`src/design/twq_ram.sv`:
```
// Generic single-write, single-read RAM with registered read data.
`timescale 1ns / 1ps

module twq_ram #(
  parameter int WIDTH = 8,
  parameter int DEPTH = 16,
  localparam int AW   = $clog2(DEPTH)
) (
  input  logic             clk,
  input  logic             wr_en,
  input  logic [AW-1:0]    wr_addr,
  input  logic [WIDTH-1:0] wr_data,
  input  logic [AW-1:0]    rd_addr,
  output logic [WIDTH-1:0] rd_data
);

  logic [WIDTH-1:0] mem_r [DEPTH];
  logic [WIDTH-1:0] rd_data_r;

  always_ff @(posedge clk) begin
    if (wr_en) begin
      mem_r[wr_addr] <= wr_data;
    end
    rd_data_r <= mem_r[rd_addr];
  end

  assign rd_data = rd_data_r;

endmodule

```
`config.mk`:
```
export PLATFORM = sky130hd
export DESIGN_NAME = twq_ram
export DESIGN_NICKNAME = d
export VERILOG_FILES = /design/src/design/twq_ram.sv
export SDC_FILE = /design/constraint.sdc
export NUM_CORES = 1
export LEC_CHECK = 0
export BUFFER_PORTS_ARGS = -buffer_cell sky130_fd_sc_hd__buf_2
export CORE_MARGIN = 2
export CORE_UTILIZATION = 30
export CTS_CLUSTER_SIZE = 8
export DETAILED_ROUTE_END_ITERATION = 6
export GPL_TIMING_DRIVEN = 0
export SLEW_MARGIN = 10
export SYNTH_ARGS = -nofsm -noshare
export SYNTH_HDL_FRONTEND = slang
export SYNTH_SLANG_ARGS = --single-unit
```
`constraint.sdc`:
```
create_clock -name clk -period 2 [get_ports clk]
set_input_delay 0.2 -clock clk [delete_from_list [all_inputs] [get_ports clk]]
set_output_delay 0.2 -clock clk [all_outputs]
set_load 0.1 [all_outputs]
```
After elaboration in Yosys (flattened, before gate mapping)
Memories as Yosys holds them, arrays and structs flattened. A register that Yosys moved wholly into a read port is not among the register bits.
Index checks and enable logic that the tools add are counted.
{"block": "totals", "ff_bits": 0, "n_memories": 1, "input_bits": 18, "out_inout_bits": 8, "word_cells": 3, "ram_bits": 128}
{"name": "mem_r", "words": 16, "width": 8, "read_ports": 1, "rd_ports_with_merged_regs": 1, "wr": 1, "line_no": "17", "text": "logic [WIDTH-1:0] mem_r [DEPTH];"}
{"block": "op_classes", "muxes": 2}
{"cell": "$mux 1", "n": 2}

Logic depth before layout (Yosys ltp)
{"block": "depth", "ltp_word": 2, "ltp_mapped": 5, "mapped_depth_nobuf": 3}

Worst setup path after synthesis
Ideal clock, no wire load.
{"block": "synth_timing", "path_kind": "input to register", "startpoint": "in wr_addr[2]", "endpoint": "mem mem_r[0][0] (enable)", "arrival_ns": 1.310, "t_required_ns": 1.617, "slack_ns": 0.307, "setup_ns": 0.383, "stages": 2, "n_path_buf": 0, "cell_sequence": "or3b_2 -> nor3_1"}
{"item": "start, declared", "line_no": "11", "text": "input logic [AW-1:0] wr_addr,"}
{"item": "end, declared", "line_no": "17"}
No word-level cell before the write port.

Final worst setup path
{"block": "layout_timing", "startpoint": "in wr_addr[2]", "endpoint": "mem mem_r[2][1] (enable)"}
No word-level cell before the write port.

==> results.md <==
Route:
- The number of vias per cell is 4.70.
- The first-iteration detailed-routing DRC count is 190.
- The detailed router placed 2372 vias in this run.
- For this block, the routed nets add up to 10.3 mm of wire.
- The count of nets left with antenna violations after detail routing is 0.
- For this run, the detailed router's first-pass iteration total came to 4.
- After detailed routing, the average wire length per cell comes to 20.3 µm.
- The remaining routing DRC violations is 0.

Synthesis:
- The register area share after synthesis is 77.8%.
- The number of synthesized register bits is 136.
- The netlist area before placement is 0.00515 mm².
- The number of nets produced by synthesis is 247.
- The mean instance size in the synthesized netlist is 22.5 µm².
- The number of different library cells used by synthesis comes to 19.
- The count of synthesis-stage warnings from yosys is 0.
- The main combinational cell family by area after synthesis is multiplexers.
- The post-synthesis share of cell area spent on full adders, half adders and majority gates is 0%.
- In the synthesized netlist, mux cells make up 15.0% of the area.
- The compound-gate portion of the synthesized area is 2.33%.
- Of all flip-flops after synthesis, the portion carrying an async set or reset was 0%.
- The synthesized design contains 128 enable-type register cells.
- In the synthesized netlist the dominant register cell turns out to be edfxtp_1.
- The share of the synthesized netlist area taken by xor and xnor gates is 0%.
- After Yosys synthesis, and, or, nand and nor cells account for 3.18% of the synthesized area.
- The cell count after synthesis is 229.

Clock tree:
- The clock reaches the later pin of the worst-skew pair after 0.42 ns.
- The maximum buffer depth of the clock tree is 2.
- The clock tree from TritonCTS is yes.
- The number of instances resized during post-cts repair is 0.
- Buffers inserted to repair hold after CTS numbered 0.
- The deepest level of the CTS H-tree is 4.
- The clock root buffer master is clkbuf_16.
- The total setup buffers inserted after CTS is 0.
- After clock tree synthesis, the clock-pin slew on the worst setup and hold paths is 0.05 ns.
- Counting every sink on the clock net gives 136.
- The number of buffers created by CTS is 17.

Power:
- The maximum vdd drop is 0.688 mV.
- Per report_power, the clock group accounts for 43.8% of the total.
- The total power density per cell area is 1060 mW/mm².
- The combinational share of power is 6.8%.
- In this run the static leakage power is 2.01 nW.
- The switching power is 1.38 mW.
- Net switching is 21.2% of the power.
- In this run, flip-flops and latches consume 49.4% of the power.
- Internal power comes to 5.11 mW.

Run:
- Across the run, the number of max-cap violations was 0.

Floorplan:
- From left edge to right edge, the die measures 135 µm.
- Once the floorplan was initialized, standard cells occupied 30.8% of the core.
- For this design the top-level I/O count stands at 26.
- The die covers 0.0182 mm².
- In this run the standard cell core region covers 0.0167 mm².
- The y dimension of the die is 135 µm.
- The floorplan has 47 rows.

Timing:
- The maximum operating frequency is 654 MHz.
- The final-layout worst hold slack is 0.181 ns.
- The minimum clock period is 1.53 ns.
- Measured against its own limit, the worst slew margin works out to 20.3%.
- The worst clock skew is 0.0113 ns.
- Setup repair after global routing left no endpoint under its margin.
- Setup violations remaining at the end of the flow were counted as 0.
- The hold violation count in the final report is 0.
- The share of the clock period used by the worst path is 76.4%.
- For the pin with the worst max-slew slack, the measured transition is 1.19 ns.
- The number of max-slew violations in the final report was 0.

Layout:
- The repair_antennas step left the layout with diodes totalling 0.
- The most common cell after layout, fill and taps aside is edfxtp_1.
- The total of fill cells in the finished design is 1558.
- Once layout is complete, the utilization of the core stands at 36.5%.
- Relative to the synthesized area, the layout overhead comes to 18.5%.
- The final layout contains 290 nets.
- The library cells used most frequently in the layout, excluding fill and tap cells, are 128 x edfxtp_1, 27 x buf_2, 18 x mux4_2.
- The post-route netlist has 27.7% of its cells at a drive strength greater than 1.

GRT:
- The initial antenna violation count was 0.
- The global router's overall resource usage is 12.5%.
- The largest net degree at the start of global routing is 17.
- The number of global-route vias before repair is 2476.
- The total grt overflow is 0.
- The first global-routing pass estimated 15.9 mm of wire.

Run status:
- The flow ran to the end, and the final reports show no timing, DRC or antenna violations.

Worst setup path:
- Of all nets on the critical path, the largest fanout is 8.
- The setup path with the least slack is of type in -> reg.
- For the worst setup path, the data required time is 2.03 ns.
- The critical path startpoint category is an input port.
- The arrival time at the worst endpoint is 1.56 ns.
- The critical path capture point type is a register.
- The worst register-to-register path has a setup slack of 0.61 ns.

Hold path:
- The tightest min-delay check is of the in -> reg type.

Place:
- The final RePlAce weighted congestion is 0.678.
- During placement, the flow inserted port buffers numbering 24.
- The half-perimeter wire length of the detailed placement result is 6.65 mm.
## worst max-delay path, cell delays in order
cell    delay [ns]
buf_2         0.12
or3b_2        0.54
nor2_1        0.70
## worst paths after layout
path,start,endpoint,cells past startpoint
hold reg to reg,mem_r[11][3]$_DFFE_PP_,rd_data[3]$_DFF_P_,3
setup / recovery,wr_addr[2],mem_r[2][1]$_DFFE_PP_,3
setup reg to reg,mem_r[14][6]$_DFFE_PP_,rd_data[6]$_DFF_P_,3
hold / removal,wr_data[5],mem_r[7][5]$_DFFE_PP_,1
## per-layer routing
metal  vias up  global-route usage [%]  routed length [µm]
li1       1060                       -                   -
met1      1236                    16.6                4390
met2        69                    19.3                5120
met3         7                    3.75                 651
met4         0                    5.38                  87
met5         -                       0                   0
## Yosys cell counts (2+ instances only)
cell | count | area (µm²)
edfxtp_1 | 128 | 3840
mux4_2 | 18 | 405
buf_2 | 3 | 15.0
nand2b_1 | 2 | 12.5
mux4_1 | 14 | 368
nor2_1 | 13 | 48.8
clkdlybuf4s25_2 | 3 | 30.0
nand3b_1 | 2 | 15.0
nor3_1 | 4 | 20.0
dfxtp_1 | 8 | 160
a22oi_1 | 16 | 120
buf_6 | 3 | 33.8
nand2_1 | 9 | 33.8
## layout make-up
| class | instances | area, µm² | share of cell area (%) |
|---|---|---|---|
| buffer | 10 | 86.3 | 1.42 |
| clock buffer | 27 | 493 | 8.08 |
| clock inverter | 5 | 47.5 | 0.780 |
| multi-input combinational | 83 | 1070 | 17.6 |
| sequential | 136 | 4000 | 65.7 |
| tap | 220 | 275 | 4.51 |
| timing repair buffer | 24 | 120 | 1.97 |
## sequential cells by signal, summed over array words and instances, names as in the netlist
| register | count |
|---|---|
| rd_data | 8 |
| mem_r | 128 |
## kinds of logic after synthesis
kind of cell | count (synthesis)
AOI/OAI and AO/OA | 16
buffers and inverters | 10
DFF | 136
muxes | 32
and+or+nand+nor | 35
## power by group through the flow
stage	combinational (mW)	clock (mW)	sequential, mW
final	0.442	2.84	3.20
after global placement	0.440	0	3.26
after detailed placement	0.449	0	3.26
after global routing	0.473	3.00	3.21
after floorplan	0.162	0	3.40
after CTS	0.449	2.89	3.21
## stage by stage
| stage | area [µm²] | setup WS, ns | instances | power, mW | setup TNS (ns) |
|---|---|---|---|---|---|
| floorplan | 5150 | 0.307 | 229 | 3.56 | 0 |
| global placement | 5540 | -0.292 | 473 | 3.70 | -2.72 |
| detailed placement | 5550 | 0.0347 | 473 | 3.71 | 0 |
| CTS | 6090 | 0.476 | 505 | 6.54 | 0 |
| global route | 6100 | 0.370 | 505 | 6.69 | 0 |
| finish | 6100 | 0.472 | 505 | 6.49 | 0 |
No activity file was read; power rests on OpenSTA's default activity.
