### config.mk
export PLATFORM = sky130hd
export DESIGN_NAME = twq_cell
export DESIGN_NICKNAME = d
export VERILOG_FILES = /design/src/design/twq_pkg.sv /design/src/design/twq_cell.sv
export SDC_FILE = /design/constraint.sdc
export NUM_CORES = 1
export LEC_CHECK = 0
export BUFFER_PORTS_ARGS = -buffer_cell sky130_fd_sc_hd__buf_2
export CAP_MARGIN = 30
export CELL_PAD_IN_SITES_DETAIL_PLACEMENT = 1
export CELL_PAD_IN_SITES_GLOBAL_PLACEMENT = 1
export CORE_UTILIZATION = 34
export CTS_CLUSTER_SIZE = 8
export DETAILED_ROUTE_END_ITERATION = 12
export PLACE_DENSITY_LB_ADDON = 0.3
export SLEW_MARGIN = 0
export SYNTH_ARGS = -nofsm -noshare
export SYNTH_HDL_FRONTEND = slang
export SYNTH_SLANG_ARGS = --single-unit
### constraint.sdc
create_clock -name clk -period 9 [get_ports clk]
set_clock_uncertainty 0.15 [all_clocks]
set_input_delay 2.7 -clock clk [delete_from_list [all_inputs] [get_ports clk]]
set_output_delay 2.7 -clock clk [all_outputs]
set_load 0.02 [all_outputs]
### src/design/twq_pkg.sv
// Shared constants, codes and types of the timed wakeup event queue.
`timescale 1ns / 1ps

package twq_pkg;

  localparam int QUEUE_DEPTH   = 32;
  localparam int NUM_CONSUMERS = 64;
  localparam int TIME_W        = 32;
  localparam int CID_W         = 6;
  localparam int CNT_W         = 6;
  localparam int IDX_W         = $clog2(NUM_CONSUMERS);

  typedef logic [TIME_W-1:0] time_t;
  typedef logic [CID_W-1:0]  cid_t;
  typedef logic [CNT_W-1:0]  cnt_t;

  typedef enum logic [1:0] {
    OP_SCHED   = 2'd0,
    OP_ADVANCE = 2'd1,
    OP_DRAIN   = 2'd2
  } op_t;

  typedef enum logic [2:0] {
    KIND_WAKE       = 3'd0,
    KIND_DONE       = 3'd1,
    KIND_SCHED      = 3'd2,
    KIND_REDUNDANT  = 3'd3,
    KIND_NOT_FUTURE = 3'd4,
    KIND_FULL       = 3'd5
  } kind_t;

  // one queue slot
  typedef struct packed {
    logic  vld;
    time_t tm;
    cid_t  who;
  } entry_t;

  // per-cycle command to every cell of the chain
  typedef struct packed {
    logic ins;
    logic pop;
  } cell_ctl_t;

endpackage

### src/design/twq_cell.sv
// One slot of the sorted event chain: holds, shifts in, or takes the new event.
`timescale 1ns / 1ps

module twq_cell import twq_pkg::*; (
  input  logic      clk,
  input  logic      rst_n,
  input  cell_ctl_t ctl,
  input  time_t     new_tm,
  input  cid_t      new_who,
  input  entry_t    prev_ent,
  input  logic      prev_keep,
  input  entry_t    next_ent,
  output entry_t    ent,
  output logic      keep
);

  logic  vld_r, vld_nxt;
  time_t tm_r, tm_nxt;
  cid_t  who_r, who_nxt;

  // slot stays put on insert when it holds an event not later than the new one
  assign keep = vld_r && (tm_r <= new_tm);

  always_comb begin
    vld_nxt = vld_r;
    tm_nxt  = tm_r;
    who_nxt = who_r;
    if (ctl.pop) begin
      vld_nxt = next_ent.vld;
      tm_nxt  = next_ent.tm;
      who_nxt = next_ent.who;
    end else if (ctl.ins && !keep) begin
      if (prev_keep) begin
        vld_nxt = 1'b1;
        tm_nxt  = new_tm;
        who_nxt = new_who;
      end else begin
        vld_nxt = prev_ent.vld;
        tm_nxt  = prev_ent.tm;
        who_nxt = prev_ent.who;
      end
    end
  end

  always_ff @(posedge clk) begin
    if (!rst_n) begin
      vld_r <= 1'b0;
    end else begin
      vld_r <= vld_nxt;
    end
  end

  always_ff @(posedge clk) begin
    tm_r  <= tm_nxt;
    who_r <= who_nxt;
  end

  assign ent = '{vld: vld_r, tm: tm_r, who: who_r};

endmodule

# Yosys cells after proc, flatten, opt, wreduce, memory -nomap -nowiden
# Index checks and enable logic that the tools add are counted.
[classes] order_cmp=1 muxes=9 n_reduce_logical=4
[op_table] cell="32-bit two-way mux" count=3
[op_table] cell="32-bit <= comparator" count=1
[op_table] cell="6-bit two-way mux" count=3
[op_table] cell="1-bit two-way mux" count=3
[op_table] cell="1-bit logical AND" count=2
[op_table] cell="2-bit nonzero test" count=1
[op_table] cell="1-bit logical NOT" count=1
[totals] ff_bits=39 output_inout_bits=40 wordCells=17

# Logic depth before layout (Yosys ltp)
[depth] ltp_word=6 depth_mapped=8

# Worst setup path after synthesis
# Ideal clock, no wire load.
[synth_path] path_kind="input port to output port" from="in new_tm[1]" to="out keep" arrival_time_ns=4.286 path_slack_ns=1.864 cell_stages=8 path_buffers=0 cell_sequence="inv_1 > ha_1 > nor2b_4 > o211ai_2 > a2111oi_1 > or4_4 > a22oi_2 > and2_1"
[synth_via] elab_chain_len=2
[synth_rtl] item="from (decl)" line_no="twq_cell.sv:8" rtl="input time_t new_tm,"
[synth_rtl] item="32-bit <= comparator" line_no="twq_cell.sv:22" rtl="assign keep = vld_r && (tm_r <= new_tm);"
[synth_rtl] item="1-bit logical AND" line_no="twq_cell.sv:22"
[synth_rtl] item="to (decl)" line_no="twq_cell.sv:14" rtl="output logic keep"
# No other way between the ends.

# Worst setup path after layout
[layout_path] from="in new_tm[15]" to="out keep"
# The elaborated chain is that of the path after synthesis.

==> flow_summary.ini <==
[status]
status = completed

[floorplanning]
core_um2 = 7848
start_util_pct = 35.84
fp-row-count = 32
dieArea_um2 = 8641
die_y_um = 92.96
ios = 161
die_w_um = 92.96

[pwr]
switching_share_pct = 33.03
power_density_nw_per_um2 = 138.0
p_seq_share_pct = 44.7
p_leak_nw = 2.002
internal-power_uw = 352.6
vdd_drop_max_mv = 0.05366
combPwrFrac_pct = 32.9
power_frac_clock_pct = 22.4
p_switching_uw = 173.9

[detailed_routing]
wl_um = 8113
via_per_inst = 4.974
ant_nets = 0
drt_iter0_markers = 57
drcViolationCount = 0
drt-wirelength-per-cell_um = 14.83
num_vias = 2721
first_pass_iters = 4

[logic_synthesis]
ys_types = 33
netlist_area_um2 = 2813
syn_inst = 287
yosysWarnings = 0
avgSynthCellArea_um2 = 9.800
seq_area_frac_synth_pct = 41.28
synthArstFlopShare_pct = 0
synth_edf_count = 38
ys_ff_latch = 39
yosys_most_used_dff = edfxtp_1
syn_nets = 440

[sta]
setup_viol = 0
period_share_pct = 83.13
fmax_ghz = 0.1337
drv_slew = 0
hold_viol = 0
fin_crit_ns = 7.481
whs_ns = 0.5082
slew_headroom_pct = 61.79
rsz0062_at_grt = false
fin_tns_setup_ns = 0
tightest_slew_ns = 0.5732

[worst_setup_path]
r2r_start = tm_r[29]$_DFFE_PP_
crit_type = in2out
cp-endpoint = keep
startpoint_type = input pin
worstPathArrival_ns = 4.63
reg2reg_slack_ns = 5.86
r2r_cells = 7
worstSetupStartpoint = new_tm[15]
worstSetupEndpointType = primary output
critical_path_required_ns = 6.15
rr_endpoint = tm_r[29]$_DFFE_PP_
worst-path-max-fanout = 4

[global_route]
antenna_found_initial = 0
grt_pass1_vias = 2738
grt_max_degree = 46
track_usage_pct = 18.79
grt_pass1_wl_um = 12700
grt.overflow.total = 0

[clock_tree]
cts_tree = done
cts_resized = 0
clockBufferDepth = 2
cts_hold_buf = 0
post-cts-setup-buffers = 0
cts_made_buffers = 5
htreeDepth = 2
cts_sinks = 39
clockRootBuffer = clkbuf_8
clkTransAtPathRegs_ns = 0.08
insertion_delay_ns = 0.29

[run]
cap_viol_max_count = 0

[place]
hpwl_um = 6627
place.port_buffers = 160
globalplace.congestion = 0.7164

[finish]
regArea_um2 = 1161
syn2layout_area_growth_pct = 35.68
drive_above_1_share_pct = 39.33
diodes = 0
multi_input_area_um2 = 1486
fillers = 966
final_nets = 597

[worst_hold_path]
hp-class = reg2reg
stage by stage:
stage / cell area (um^2) / utilization, % / std cells / setup WS [ns] / total power, mW
finish: 3816 / 48.63 / 547 / 1.519 / 0.5265
global route: 3816 / 48.63 / 547 / 1.347 / 0.5583
CTS: 3816 / 48.63 / 547 / 1.484 / 0.5350
detailed placement: 3735 / 47.59 / 539 / 1.500 / 0.4153
global placement: 3715 / 47.34 / 538 / 1.572 / 0.4065
floorplan: 2813 / - / 287 / 1.864 / 0.3422
worst min path at each step:
stage | startpoint | endpoint | cells past startpoint
after floorplan | vld_r$_SDFFE_PN0P_ | vld_r$_SDFFE_PN0P_ | 2
after global placement | vld_r$_SDFFE_PN0P_ | vld_r$_SDFFE_PN0P_ | 2
after detailed placement | vld_r$_SDFFE_PN0P_ | vld_r$_SDFFE_PN0P_ | 2
after CTS | vld_r$_SDFFE_PN0P_ | vld_r$_SDFFE_PN0P_ | 2
after global routing | vld_r$_SDFFE_PN0P_ | vld_r$_SDFFE_PN0P_ | 2
final | vld_r$_SDFFE_PN0P_ | vld_r$_SDFFE_PN0P_ | 2
area by class of cell:
| cell class | instances | share of cell area, % |
|---|---|---|
| timing repair buffer | 163 | 21.90 |
| inverter | 33 | 3.246 |
| multi-input combinational | 202 | 38.95 |
| clock buffer | 7 | 2.000 |
| sequential | 39 | 30.43 |
| tap | 102 | 3.344 |
| clock inverter | 1 | 0.1311 |
synthesized netlist by cell type, types with 2 or more instances:
master | n | area (um^2)
nand3_1 | 3 | 15.01
a21o_1 | 3 | 22.52
nor4_1 | 2 | 12.51
o21ai_1 | 39 | 195.2
clkbuf_1 | 9 | 33.78
mux2i_1 | 38 | 380.4
edfxtp_1 | 38 | 1141
inv_1 | 33 | 123.9
buf_2 | 3 | 15.01
nand4_1 | 8 | 50.05
ha_1 | 32 | 400.4
o21ai_0 | 2 | 10.01
nand2_1 | 44 | 165.2
a21oi_1 | 13 | 65.06
a211oi_1 | 2 | 15.01
critical path: stages:
cell and delay, ns:
buf_2 0.08, inv_1 0.04, ha_1 0.31, nand4_1 0.21, nor4_1 0.42, and2b_2 0.27, a22oi_2 0.27, and2_1 0.17
buf_2 0.16
sequential cells by signal (all words and copies together), names as in the netlist:
name and count:
who_r 6, vld_r 1, tm_r 32
layer usage:
layer / track usage (%) / routed length (um)
met3: 4.269 / 559
met4: 4.359 / 59
met2: 36.27 / 4202
met5: 0 / 0
met1: 20.50 / 3292
power groups by stage:
stage,sequential (mW),combinational [mW],clock (mW)
detailed placement,0.240,0.175,0
global route,0.239,0.192,0.127
finish,0.235,0.173,0.118
global placement,0.238,0.168,0
floorplan,0.265,0.0769,0
CTS,0.236,0.176,0.123
layout by cell type (no fill, tap or decap), types with 2 or more instances in the layout:
| cell type | n |
|---|---|
| nand4_1 | 8 |
| inv_1 | 33 |
| ha_1 | 32 |
| nand3_1 | 3 |
| nor4_1 | 2 |
| a21o_1 | 3 |
| a21oi_1 | 13 |
| o21ai_0 | 2 |
| clkbuf_1 | 2 |
| buf_4 | 2 |
| o21ai_1 | 39 |
| nand2_1 | 44 |
| buf_2 | 160 |
| clkbuf_8 | 5 |
| edfxtp_1 | 38 |
| mux2i_1 | 38 |
| a211oi_1 | 2 |
logic make-up (layout without fill, tap and decap cells):
| group | Yosys count | in the layout | synth area share, % |
|---|---|---|---|
| compound gates | 68 | 68 | 13.97 |
| simple gates | 64 | 64 | 10.59 |
| mux | 38 | 38 | 13.52 |
| flops | 39 | 39 | 41.28 |
| buf+inv | 46 | 204 | 6.406 |
| fa+ha+maj | 32 | 32 | 14.23 |
Note: power is estimated with default switching activity, not from simulation.
